--- config.mk ---
export PLATFORM = sky130hd
export DESIGN_NAME = ordered_bitmap_set_neighbour_find_top
export DESIGN_NICKNAME = d
export VERILOG_FILES = /design/src/sv/obsnf_pkg.sv /design/src/sv/obsnf_ctrl.sv /design/src/sv/obsnf_datapath.sv /design/src/sv/ordered_bitmap_set_neighbour_find_top.sv
export SDC_FILE = /design/constraint.sdc
export NUM_CORES = 2
export LEC_CHECK = 0
export ABC_AREA = 1
export BUFFER_PORTS_ARGS = -buffer_cell sky130_fd_sc_hd__buf_2
export CAP_MARGIN = 25
export CORE_AREA = 2 2 374 376
export CTS_CLUSTER_SIZE = 25
export DETAILED_ROUTE_END_ITERATION = 12
export DIE_AREA = 0 0 376 378
export SYNTH_ARGS = -nofsm -noshare
export SYNTH_HDL_FRONTEND = slang
export SYNTH_SLANG_ARGS = --single-unit
--- constraint.sdc ---
create_clock -name clk_i -period 7.17 [get_ports clk_i]
set_input_delay 1.434 -clock clk_i [delete_from_list [all_inputs] [get_ports clk_i]]
set_output_delay 1.434 -clock clk_i [all_outputs]
set_load 0.05 [all_outputs]
--- src/sv/obsnf_pkg.sv ---
package obsnf_pkg;

  localparam int POS_W         = 11;
  localparam int OP_W          = 2;
  localparam int WORD_BITS     = 64;
  localparam int OFF_W         = 6;
  localparam int MAX_POSITIONS = 1024;

  localparam logic [POS_W-1:0] SIZE_RESET = 11'd1024;

  localparam logic [OP_W-1:0] OP_INSERT = 2'd0;
  localparam logic [OP_W-1:0] OP_REMOVE = 2'd1;
  localparam logic [OP_W-1:0] OP_QUERY  = 2'd2;
  localparam logic [OP_W-1:0] OP_SPARE  = 2'd3;  // unused code, acts as a query

  typedef struct packed {
    logic clr;         // zero the word at the sweep counter, advance
    logic load;        // capture the input transfer
    logic rd_pivot;    // read the word holding the pivot
    logic wr_pivot;    // write back the updated pivot word
    logic scan_start;  // clear the running results
    logic scan_rd;     // read the word at the sweep counter, advance
    logic out_load;    // load the result register
  } obsnf_cmd_t;

  typedef struct packed {
    logic cnt_last;    // sweep counter sits on the last word
    logic out_busy;    // result register holds a result that is not taken this cycle
  } obsnf_status_t;

endpackage

--- src/sv/obsnf_ctrl.sv ---
module obsnf_ctrl (
  input  logic                    clk_i,
  input  logic                    rst_ni,
  input  logic                    in_valid_i,
  output logic                    in_stall_o,
  input  obsnf_pkg::obsnf_status_t status_i,
  output obsnf_pkg::obsnf_cmd_t    cmd_o
);

  typedef enum logic [6:0] {
    S_CLEAR = 7'b0000001,
    S_IDLE  = 7'b0000010,
    S_RD    = 7'b0000100,
    S_WR    = 7'b0001000,
    S_SCAN  = 7'b0010000,
    S_DRAIN = 7'b0100000,
    S_FIN   = 7'b1000000
  } state_e;

  state_e state_q, state_d;
  logic   accept;

  assign in_stall_o = (state_q != S_IDLE);
  assign accept     = in_valid_i && !in_stall_o;

  always_comb begin
    state_d = state_q;
    cmd_o   = '0;
    case (state_q)
      S_CLEAR: begin
        cmd_o.clr = 1'b1;
        if (status_i.cnt_last) state_d = S_IDLE;
      end
      S_IDLE: begin
        if (accept) begin
          cmd_o.load = 1'b1;
          state_d    = S_RD;
        end
      end
      S_RD: begin
        cmd_o.rd_pivot = 1'b1;
        state_d        = S_WR;
      end
      S_WR: begin
        cmd_o.wr_pivot   = 1'b1;
        cmd_o.scan_start = 1'b1;
        state_d          = S_SCAN;
      end
      S_SCAN: begin
        cmd_o.scan_rd = 1'b1;
        if (status_i.cnt_last) state_d = S_DRAIN;
      end
      S_DRAIN: begin
        state_d = S_FIN;
      end
      S_FIN: begin
        // hold until the result register is free or being taken
        if (!status_i.out_busy) begin
          cmd_o.out_load = 1'b1;
          state_d        = S_IDLE;
        end
      end
      default: begin
        state_d = S_CLEAR;
      end
    endcase
  end

  always_ff @(posedge clk_i or negedge rst_ni) begin
    if (!rst_ni) begin
      state_q <= S_CLEAR;
    end else begin
      state_q <= state_d;
    end
  end

endmodule

--- src/sv/obsnf_datapath.sv ---
module obsnf_datapath #(
  parameter int MAX_POSITIONS = obsnf_pkg::MAX_POSITIONS
) (
  input  logic                         clk_i,
  input  logic                         rst_ni,
  input  obsnf_pkg::obsnf_cmd_t        cmd_i,
  output obsnf_pkg::obsnf_status_t     status_o,
  input  logic [obsnf_pkg::OP_W-1:0]   op_i,
  input  logic [obsnf_pkg::POS_W-1:0]  position_i,
  input  logic                         cfg_valid_i,
  input  logic [obsnf_pkg::POS_W-1:0]  cfg_data_i,
  output logic                         out_valid_o,
  input  logic                         out_stall_i,
  output logic [obsnf_pkg::POS_W-1:0]  next_above_o,
  output logic [obsnf_pkg::POS_W-1:0]  prev_below_o,
  output logic [obsnf_pkg::POS_W-1:0]  smallest_o,
  output logic [obsnf_pkg::POS_W-1:0]  largest_o,
  output logic                         is_empty_o,
  output logic                         out_of_range_o
);

  localparam int POS_W   = obsnf_pkg::POS_W;
  localparam int OFF_W   = obsnf_pkg::OFF_W;
  localparam int WB      = obsnf_pkg::WORD_BITS;
  localparam int NWORDS  = (MAX_POSITIONS + WB - 1) / WB;
  localparam int WADDR_W = (NWORDS > 1) ? $clog2(NWORDS) : 1;
  localparam int IDX_W   = WADDR_W + OFF_W;
  localparam int PW      = IDX_W + 1;
  localparam int CW      = ((PW > POS_W) ? PW : POS_W) + 1;

  function automatic logic [OFF_W-1:0] low_bit(logic [WB-1:0] x);
    logic [OFF_W-1:0] r;
    r = OFF_W'(WB - 1);
    for (int i = WB - 1; i >= 0; i--) begin
      if (x[i]) r = OFF_W'(i);
    end
    return r;
  endfunction

  function automatic logic [OFF_W-1:0] high_bit(logic [WB-1:0] x);
    logic [OFF_W-1:0] r;
    r = '0;
    for (int i = 0; i < WB; i++) begin
      if (x[i]) r = OFF_W'(i);
    end
    return r;
  endfunction

  logic [WB-1:0]        mem [NWORDS];
  logic [POS_W-1:0]     size_q;
  logic [obsnf_pkg::OP_W-1:0] op_q;
  logic [POS_W-1:0]     pos_q;
  logic                 oor_q, upd_q;
  logic [WADDR_W-1:0]   cnt_q;
  logic [WB-1:0]        rd_data_q;
  logic [WADDR_W-1:0]   rd_idx_q;
  logic                 rd_vld_q;
  logic [PW-1:0]        above_q, below_q, lo_q, hi_q;
  logic                 out_valid_q;

  logic                 cnt_last, in_oor, in_upd;
  logic [POS_W-1:0]     pidx;
  logic [WADDR_W-1:0]   pivot_w, rd_addr;
  logic [WB-1:0]        pbit, new_word, amask, bmask, am, bm;
  logic [CW-1:0]        base, posx, idxx, dpos, didx;
  logic [PW-1:0]        wbase;

  assign cnt_last = (cnt_q == WADDR_W'(NWORDS - 1));
  assign status_o.cnt_last = cnt_last;
  assign status_o.out_busy = out_valid_q && out_stall_i;

  assign in_oor = (position_i == '0) || (position_i > size_q) ||
                  (32'(position_i) > MAX_POSITIONS);
  assign in_upd = !in_oor && ((op_i == obsnf_pkg::OP_INSERT) ||
                              (op_i == obsnf_pkg::OP_REMOVE));

  assign pidx     = pos_q - POS_W'(1);
  assign pivot_w  = WADDR_W'(pidx >> OFF_W);
  assign pbit     = WB'(1) << pidx[OFF_W-1:0];
  assign new_word = (op_q == obsnf_pkg::OP_INSERT) ? (rd_data_q | pbit) : (rd_data_q & ~pbit);
  assign rd_addr  = cmd_i.rd_pivot ? pivot_w : cnt_q;

  // masks of the scanned word: bits above the pivot, bits below it
  assign base  = CW'(rd_idx_q) << OFF_W;
  assign posx  = CW'(pos_q);
  assign idxx  = posx - CW'(1);
  assign dpos  = posx - base;
  assign didx  = idxx - base;
  assign wbase = PW'(rd_idx_q) << OFF_W;

  always_comb begin
    if (posx <= base) amask = '1;
    else if (posx >= base + CW'(WB)) amask = '0;
    else amask = '1 << dpos[OFF_W-1:0];
    if (idxx >= base + CW'(WB)) bmask = '1;
    else if (idxx <= base) bmask = '0;
    else bmask = (WB'(1) << didx[OFF_W-1:0]) - WB'(1);
  end

  assign am = rd_data_q & amask;
  assign bm = rd_data_q & bmask;

  always_ff @(posedge clk_i) begin
    if (cmd_i.clr) begin
      mem[cnt_q] <= '0;
    end else if (cmd_i.wr_pivot && upd_q) begin
      mem[pivot_w] <= new_word;
    end
    rd_data_q <= mem[rd_addr];
  end

  always_ff @(posedge clk_i) begin
    if (cmd_i.load) begin
      op_q  <= op_i;
      pos_q <= position_i;
      oor_q <= in_oor;
      upd_q <= in_upd;
    end
    if (cmd_i.scan_rd) rd_idx_q <= cnt_q;
    if (cmd_i.scan_start) begin
      above_q <= '0;
      below_q <= '0;
      lo_q    <= '0;
      hi_q    <= '0;
    end else if (rd_vld_q) begin
      if ((lo_q == '0) && (rd_data_q != '0)) lo_q <= wbase + PW'(low_bit(rd_data_q)) + PW'(1);
      if (rd_data_q != '0) hi_q <= wbase + PW'(high_bit(rd_data_q)) + PW'(1);
      if ((above_q == '0) && (am != '0)) above_q <= wbase + PW'(low_bit(am)) + PW'(1);
      if (bm != '0) below_q <= wbase + PW'(high_bit(bm)) + PW'(1);
    end
    if (cmd_i.out_load) begin
      next_above_o   <= oor_q ? '0 : POS_W'(above_q);
      prev_below_o   <= oor_q ? '0 : POS_W'(below_q);
      smallest_o     <= POS_W'(lo_q);
      largest_o      <= POS_W'(hi_q);
      is_empty_o     <= (lo_q == '0);
      out_of_range_o <= oor_q;
    end
  end

  always_ff @(posedge clk_i or negedge rst_ni) begin
    if (!rst_ni) begin
      size_q      <= obsnf_pkg::SIZE_RESET;
      cnt_q       <= '0;
      rd_vld_q    <= 1'b0;
      out_valid_q <= 1'b0;
    end else begin
      if (cfg_valid_i) size_q <= cfg_data_i;
      if (cmd_i.clr || cmd_i.scan_rd) cnt_q <= cnt_last ? '0 : cnt_q + WADDR_W'(1);
      rd_vld_q <= cmd_i.scan_rd;
      if (cmd_i.out_load) out_valid_q <= 1'b1;
      else if (!out_stall_i) out_valid_q <= 1'b0;
    end
  end

  assign out_valid_o = out_valid_q;

endmodule

--- src/sv/ordered_bitmap_set_neighbour_find_top.sv ---
// Each accepted transfer is finished before the next is taken: the sweep reads
// the NWORDS bitmap words (NWORDS = MAX_POSITIONS / 64, rounded up) one at a time,
// and a stalled result holds the controller in its last state with the input stalled.
// Reset: asynchronous, active low; afterwards a clearing pass over every word
// zeroes the bitmap while the input is stalled; config writes are taken always.
module ordered_bitmap_set_neighbour_find_top #(
  parameter int MAX_POSITIONS = obsnf_pkg::MAX_POSITIONS
) (
  input  logic                         clk_i,
  input  logic                         rst_ni,
  input  logic                         in_valid_i,
  output logic                         in_stall_o,
  input  logic [obsnf_pkg::OP_W-1:0]   op_i,
  input  logic [obsnf_pkg::POS_W-1:0]  position_i,
  input  logic                         cfg_valid_i,
  output logic                         cfg_ready_o,
  input  logic [obsnf_pkg::POS_W-1:0]  cfg_data_i,
  output logic                         out_valid_o,
  input  logic                         out_stall_i,
  output logic [obsnf_pkg::POS_W-1:0]  next_above_o,
  output logic [obsnf_pkg::POS_W-1:0]  prev_below_o,
  output logic [obsnf_pkg::POS_W-1:0]  smallest_o,
  output logic [obsnf_pkg::POS_W-1:0]  largest_o,
  output logic                         is_empty_o,
  output logic                         out_of_range_o
);

  obsnf_pkg::obsnf_cmd_t    cmd;
  obsnf_pkg::obsnf_status_t status;

  // The size register takes a write in any cycle.
  assign cfg_ready_o = 1'b1;

  // Sequence each item: read the pivot word, write it back updated (in-range updates
  // only), sweep every word in order for neighbours and extremes, load the result.
  obsnf_ctrl u_ctrl (
    .clk_i      (clk_i),
    .rst_ni     (rst_ni),
    .in_valid_i (in_valid_i),
    .in_stall_o (in_stall_o),
    .status_i   (status),
    .cmd_o      (cmd)
  );

  // Hold the bitmap memory, the size register, the sweep and the result register.
  obsnf_datapath #(
    .MAX_POSITIONS (MAX_POSITIONS)
  ) u_datapath (
    .clk_i          (clk_i),
    .rst_ni         (rst_ni),
    .cmd_i          (cmd),
    .status_o       (status),
    .op_i           (op_i),
    .position_i     (position_i),
    .cfg_valid_i    (cfg_valid_i),
    .cfg_data_i     (cfg_data_i),
    .out_valid_o    (out_valid_o),
    .out_stall_i    (out_stall_i),
    .next_above_o   (next_above_o),
    .prev_below_o   (prev_below_o),
    .smallest_o     (smallest_o),
    .largest_o      (largest_o),
    .is_empty_o     (is_empty_o),
    .out_of_range_o (out_of_range_o)
  );

  // After an input transfer the input stalls until that item is done.
  a_stall_after_accept: assert property (@(posedge clk_i) disable iff (!rst_ni)
    (in_valid_i && !in_stall_o) |=> in_stall_o)
    else $error("input not stalled after transfer");

  a_empty_extremes: assert property (@(posedge clk_i) disable iff (!rst_ni)
    (out_valid_o && is_empty_o) |-> (smallest_o == '0 && largest_o == '0))
    else $error("empty set reports extremes");

  a_oor_neighbours: assert property (@(posedge clk_i) disable iff (!rst_ni)
    (out_valid_o && out_of_range_o) |-> (next_above_o == '0 && prev_below_o == '0))
    else $error("ignored position reports neighbours");

  a_order: assert property (@(posedge clk_i) disable iff (!rst_ni)
    (out_valid_o && !is_empty_o) |-> (smallest_o <= largest_o && smallest_o != '0))
    else $error("smallest above largest");

endmodule

# --- After elaboration in Yosys (flattened, before gate mapping) ---
# Memory sizes are Yosys's and may differ from the RTL's. A register that Yosys moved wholly into a read port is not among the register bits.
# Index checks and enable logic that the tools add are counted.
op_classes:
  add_sub_neg: 15
  n_lt_le_gt_ge: 6
  n_eq_ne: 15
  n_shift: 3
  mux: 294
  n_bitwise: 5
  reduce_logical: 26
ops:
  columns: ["cell", "count"]
  rows:
  - ["two-way mux 6 bit", 140]
  - ["two-way mux 64 bit", 6]
  - ["two-way mux 5 bit", 64]
  - ["bitwise AND 64 bit", 3]
  - ["nonzero test 64 bit", 3]
  - ["two-way mux 4 bit", 35]
  - ["<< shifter 1 x 6 -> 64 bit, first input constant", 2]
  - ["NOT 64 bit", 1]
  - ["OR 64 bit", 1]
  - ["OR reduction 64 bit", 1]
  - ["<< shifter 64 x 6 -> 64 bit, first input constant", 1]
  - ["subtractor 64 x 2 -> 64 bit, second input constant", 1]
  - ["one-hot mux 7 bit (7 select lines)", 1]
  - ["two-way mux 3 bit", 16]
  - ["adder 10 x 6 -> 11 bit", 4]
  - ["adder 11 x 1 -> 11 bit, second input constant", 4]
  - ["zero test 11 bit", 3]
  - ["two-way mux 7 bit", 4]
  - ["two-way mux 1 bit", 19]
  - ["two-way mux 2 bit", 9]
  - [">= comparator 12 x 11 -> 1 bit", 1]
  - ["<= comparator 12 x 10 -> 1 bit", 1]
  - ["subtractor 11 x 1 -> 12 bit, second input constant", 1]
  - ["subtractor 6 x 1 -> 6 bit, second input constant", 2]
  - ["other kinds (25)", 41]
word_totals:
  regBits: 133
  ram_bits: 1024
  inputBits: 29
  out_inout_bits: 49
  word_cells: 385
  n_memories: 1
mem_list:
  columns: ["memory", "words", "width", "rd", "rd_clocked_by_memory_dff", "write_ports", "line", "rtl"]
  rows:
  - ["u_datapath.mem", 16, 64, 1, 1, 1, "obsnf_datapath.sv:49", "logic [WB-1:0] mem [NWORDS];"]

# --- Logic depth before layout (Yosys ltp) ---
logic_depth:
  ltp_word: 75
  depth_mapped: 87

# --- Modules after synthesis ---
# Synthesis repeated with hierarchy kept, for this count alone.
hier_totals:
  cells_unflattened: 5590
  hier_area_um2: 56222.7
by_module_without_submodules:
  columns: ["mod", "instances", "cells_per_inst", "area_each_um2"]
  rows:
  - ["obsnf_datapath", 1, 5520, 55753.5]
  - ["obsnf_ctrl", 1, 68, 457.9]
  - ["ordered_bitmap_set_neighbour_find_top", 1, 2, 11.3]

# --- Worst setup path after synthesis ---
# OpenSTA, ideal clock, no wires.
synth_timing:
  path_kind: "reg2reg"
  from: "reg u_datapath.pos_q[2]"
  to: "reg u_datapath.below_q[8]"
  setup_time_ps: 70
  t_arrival_ps: 5967
  required_time_ps: 7100
  slack_ps: 1133
  path_stages_with_launch: 85
  period_less_slack_ps: 6037
  cell_sequence: "edfxtp_1 > buf_4 > nor2_8 > nand2_1 > nor2_1 > inv_1 > nor2_1 > inv_1 > nor2_1 > inv_1 > nand2_1 > o21ai_0 > ha_1 > a21oi_1 > inv_1 > a21oi_1 > nand2_1 > nor2_1 > [... 49 more ...] > nand2_1 > nand2_1 > nand2_1 > nand2_1 > nand2_1 > nand2_1 > nand2_1 > nand2_1 > nand2_1 > nand2_1 > nand2_1 > nand2_2 > ha_1 > inv_1 > nor2_1 > nand2_1 > xor2_1 > a21oi_1"
synth_via:
  elab_chain_len: 75
synth_rtl:
  columns: ["element", "line", "rtl"]
  rows:
  - ["from (decl)", "obsnf_datapath.sv:52", "logic [POS_W-1:0] pos_q;"]
  - ["from (signal assigned)", "obsnf_datapath.sv:115", "pos_q <= position_i;"]
  - ["subtractor 11 x 1 -> 12 bit *", "obsnf_datapath.sv:86", "assign idxx = posx - CW'(1);"]
  - ["subtractor 6 x 1 -> 6 bit", "obsnf_datapath.sv:88", "assign didx = idxx - base;"]
  - ["<< shifter 1 x 6 -> 64 bit", "obsnf_datapath.sv:97", "else bmask = (WB'(1) << didx[OFF_W-1:0]) - WB'(1);"]
  - ["subtractor 64 x 2 -> 64 bit", "obsnf_datapath.sv:97", null]
  - ["two-way mux 64 bit", "obsnf_datapath.sv:96", "else if (idxx <= base) bmask = '0;"]
  - ["two-way mux 64 bit *", "obsnf_datapath.sv:95", "if (idxx >= base + CW'(WB)) bmask = '1;"]
  - ["bitwise AND 64 bit *", "obsnf_datapath.sv:101", "assign bm = rd_data_q & bmask;"]
  - ["two-way mux 1 bit", "obsnf_datapath.sv:44", "if (x[i]) r = OFF_W'(i);"]
  - ["[... 6 more ...]", null, null]
  - ["two-way mux 4 bit (8 in series)", "obsnf_datapath.sv:44", null]
  - ["two-way mux 5 bit (16 in series)", "obsnf_datapath.sv:44", null]
  - ["two-way mux 6 bit (32 in series)", "obsnf_datapath.sv:44", null]
  - ["two-way mux 6 bit", "obsnf_datapath.sv:129", "if (bm != '0) below_q <= wbase + PW'(high_bit(bm)) + PW'(1);"]
  - ["two-way mux 6 bit", "obsnf_datapath.sv:125", "end else if (rd_vld_q) begin"]
  - ["two-way mux 6 bit", "obsnf_datapath.sv:120", "if (cmd_i.scan_start) begin"]
  - ["adder 10 x 6 -> 11 bit", "obsnf_datapath.sv:129", null]
  - ["adder 11 x 1 -> 11 bit", "obsnf_datapath.sv:129", null]
  - ["to (signal assigned)", "obsnf_datapath.sv:129", null]
  - ["to (decl)", "obsnf_datapath.sv:58", "logic [PW-1:0] above_q, below_q, lo_q, hi_q;"]
# Every way passes the cells marked *; elsewhere a longest branch is shown, timed or not. The select of a mux whose other input is x is not followed.
# A chain may end at the register's enable or synchronous reset.

# --- Worst setup path in the final report ---
layout_timing:
  from: "reg u_datapath.pos_q[1]"
  to: "reg u_datapath.below_q[6]"
# The elaborated chain is that of the path after synthesis.

==> summary.txt <==
Worst setup path
  – Critical-path maximum fanout: 14
  – FF-to-FF Start: u_datapath.pos_q[1]$_DFFE_PP_
  – CP peak stage delay: roughly 480 ps
  – Worst path bufs/invs: 13
  – Reg-to-reg endpoint: u_datapath.below_q[6]$_SDFFE_PP0P_
  – WS Path Type: reg -> reg
  – Worst Reg-to-Reg Cells: 45
  – Crit path from: u_datapath.pos_q[1]$_DFFE_PP_
  – Slowest stage cell on the critical path: edfxtp_1
  – R2R setup slack: about 460 ps
  – Critical Path Sink: u_datapath.below_q[6]$_SDFFE_PP0P_
  – Critical path's top delay family: simple AND/OR/NAND/NOR gates
  – CP endpoint kind: register
  – Critical Path AT: ~7400 ps
  – Most frequent CP cell: inv_2
  – CP required: between 7000 and 8000 ps
  – Crit path depth: 45
  – Critical Path Source Type: register

CTS
  – TritonCTS Buffers: around 120
  – CTS Root Cell: clkbuf_16
  – Clock transition at the registers of the reported paths: 70 ps
  – Hold Buf Count CTS: 0
  – Clk Latency, worst-skew pair: between 700 and 800 ps
  – Clock tree buffer depth: 3
  – H-tree Lvls: 3
  – CTS tree: done
  – Clock sink total: roughly 1,200

Final layout
  – Register area: about 35,000 sq um
  – Top reg by flops: u_datapath.mem
  – Top flop regs: u_datapath.mem: 1024 flops, u_datapath.rd_data_q: 64 flops
  – Fill cell count: around 13,000
  – Finished Layout Cells: 7,617
  – Max FFs per register: roughly 1,000
  – Share of cells above drive strength 1: 10.1%
  – Total Nets Final: slightly below 6,000
  – Area growth syn-to-layout: 13.0%
  – Multi-input gate area: around 17,000 sq um

Synth
  – Post-synth EDFFs: about 1,100
  – Post-synth top area share: about 58%
  – Ys async rst share: under 10%
  – Synth unique cells: between 60 and 70
  – Mean area per synthesized cell: about 10 sq um
  – Synth Instances: approximately 5,600
  – Area leader, netlist: edfxtp_1
  – Yosys reg bits: ~1,200
  – Most used DFF post-synth: edfxtp_1
  – Top post-synthesis cells by area: edfxtp_1 (58%), nand2_1 (7.5%), inv_1 (6.0%)
  – Post-synthesis sequential area ratio: 63.1%
  – Post-Syn Nets: between 5,000 and 6,000
  – Yosys warning count: 0
  – Post-synthesis cell area: roughly 56,000 sq um

Global route
  – Overflow after GRT: 0
  – GR Util met3: between 2 and 3%
  – Initial antenna violation count: 0
  – First-pass GRT wire length: between 200 and 250 mm
  – GRT Overall Usage: approximately 22%
  – Grt peak-use layer: met2
  – GRT met1 Usage: 31.4%
  – Vias in the first global route: about 38,000
  – Global routing usage on met2: 36.4%
  – Largest net degree at the start of global routing: about 220

STA
  – Final Max Slew Viols: 0
  – Min Clock Period, post-route: 6710 ps
  – Setup_tns: 0 ps
  – Final Cycle Share: 93.5%
  – Final Hold Viols: 0
  – Max_slew headroom: between 20% and 30%
  – Final setup fails: 0
  – Worst-Margin Slew: 1110 ps
  – F_max: between 100 and 150 MHz
  – Clock skew: 25.9 ps

Pwr
  – Comb power frac: between 30 and 40%
  – Leak: 25.1 nW
  – PD cells: 375 nW/um^2
  – Seq pwr share: roughly two fifths
  – Power Internal: between 10 and 15 mW
  – Peak VDD IR: 0.311 mV
  – Sw Pwr: 9.14 mW
  – Clock power frac: around a quarter
  – Net Sw Frac: roughly two fifths

Drt
  – Drt first-iter violations: around 3,800
  – ANT nets after route: 0
  – Per-cell routed wire length: ~21 microns
  – Final WL: roughly 160 mm
  – DR pass1 iterations: 8
  – Residual DRC: 0
  – DR vias/cell: 5.35
  – Via Count: ~41,000

Place
  – Buffers added on ports: 76
  – Dpl cells: between 7,000 and 8,000
  – RD Place Congestion: just under 1
  – Detailed placement HPWL: between 90 and 100 mm

Floorplanning
  – Die Y: about 380 microns
  – Initial Util: between 40% and 50%
  – Die Area: ~140,000 sq um
  – I/O pin cnt: 78
  – Total core area: ~140,000 sq um
  – Die width: around 380 microns
  – Rows: 137

Flow run
  – Max Cap Viol: 0

Min path
  – Hold WC Path Type: reg -> reg

Run status
  – Status: finished clean
routing by layer:
layer / wire length, microns / vias up
li1: - / 19429
met4: 4860 / 0
met5: 0 / -
met2: 75300 / 1274
met3: 10100 / 233
met1: 72000 / 19785
metrics by stage:
step | area, sq um | utilization (%) | power (mW) | worst slack, ps | hold WS [ps]
after detailed placement | 59200 | 42.7 | 17.7 | 240 | 415
final | 63500 | 45.9 | 23.8 | 464 | 439
after CTS | 63000 | 45.5 | 23.8 | 205 | 436
after floorplan | 56200 | - | 15.0 | 1130 | 403
after global placement | 59000 | 42.6 | 17.6 | 148 | 413
after global routing | 63500 | 45.9 | 25.2 | -55.3 | 452
cell usage in the layout (no fill, tap or decap), drive strengths merged, types with 8 or more instances in the layout:
cell type and n:
o211ai 409, buf 260, dfrtp 22, ha 38, inv 932, nand4 38
nand2 1138, o21ai 352, o221ai 66, o21bai 8, clkbuf 167, nor4 23
a21oi 324, dfxtp 108, nor3 42, xor2 14, a31oi 14, edfxtp 1089
nand3 282, clkinv 47, nor2 380
Yosys cell counts (3+ instances only):
| master | n |
|---|---|
| buf_1 | 22 |
| buf_2 | 10 |
| a31oi_1 | 14 |
| o31ai_1 | 4 |
| nor2_2 | 6 |
| nor3_2 | 3 |
| dfrtp_1 | 22 |
| nor2_1 | 363 |
| nand2_2 | 10 |
| clkbuf_1 | 231 |
| a21oi_2 | 3 |
| buf_6 | 6 |
| nand4_1 | 36 |
| o221ai_1 | 66 |
| inv_1 | 903 |
| nand2_1 | 1123 |
| o21ai_0 | 330 |
| xnor2_1 | 6 |
| o21a_1 | 5 |
| o211ai_1 | 409 |
| a211oi_1 | 6 |
| inv_2 | 25 |
| xor2_1 | 14 |
| nor2_4 | 9 |
| edfxtp_1 | 1089 |
| a21oi_1 | 321 |
| nand2_4 | 5 |
| nor4_1 | 22 |
| ha_1 | 38 |
| nor3_1 | 38 |
| dfxtp_1 | 108 |
| o21ai_1 | 21 |
| o21bai_1 | 8 |
| nand3_2 | 3 |
| buf_4 | 5 |
| nand3_1 | 278 |
cell type report:
class                           instances  share of cell area (%)
Antenna cell                            1                 0.00394
Clock buffer                          167                    5.31
Clock inverter                         56                   0.697
Inverter                              931                    5.54
Multi-Input combinational cell       3174                    26.0
Sequential cell                      1221                    55.8
Tap cell                             1807                    3.56
Timing Repair Buffer                  260                    3.02
worst min path at each step:
stage / start / to / slack (ps) / cells past startpoint
floorplan: u_datapath.hi_q[0]$_SDFFE_PP0P_ / u_datapath.largest_o[0]$_DFFE_PP_ / 400 / 0
global placement: u_datapath.hi_q[7]$_SDFFE_PP0P_ / u_datapath.largest_o[7]$_DFFE_PP_ / 410 / 0
detailed placement: u_datapath.hi_q[9]$_SDFFE_PP0P_ / u_datapath.largest_o[9]$_DFFE_PP_ / 410 / 0
CTS: u_datapath.hi_q[9]$_SDFFE_PP0P_ / u_datapath.largest_o[9]$_DFFE_PP_ / 440 / 0
global route: u_datapath.hi_q[9]$_SDFFE_PP0P_ / u_datapath.largest_o[9]$_DFFE_PP_ / 450 / 0
finish: u_datapath.hi_q[9]$_SDFFE_PP0P_ / u_datapath.largest_o[9]$_DFFE_PP_ / 440 / 0
kinds of logic after synthesis:
| group | Yosys count | share of synthesized area [%] |
|---|---|---|
| other cells | 1 | 0.00667 |
| compound gates | 1201 | 13.2 |
| mux | 2 | 0.0401 |
| xor+xnor | 20 | 0.312 |
| flops | 1221 | 63.1 |
| buf+inv | 1205 | 8.19 |
| fa+ha+maj | 38 | 0.846 |
| simple gates | 1912 | 14.3 |
what timing repair did:
| action | in CTS | in global routing |
|---|---|---|
| setup endpoints to repair | 0 | 14 |
| buffers inserted | 0 | 23 |
| gates resized for setup | 0 | 64 |
power groups by stage:
stage,Clock (mW),Sequential (mW),Combinational [mW]
after floorplan,0,9.41,5.57
after global placement,0,9.71,7.91
after detailed placement,0,9.72,7.96
after CTS,6.21,9.58,8.00
after global routing,6.50,9.67,8.98
final,6.12,9.61,8.07
No activity file was read; power rests on OpenSTA's default activity.
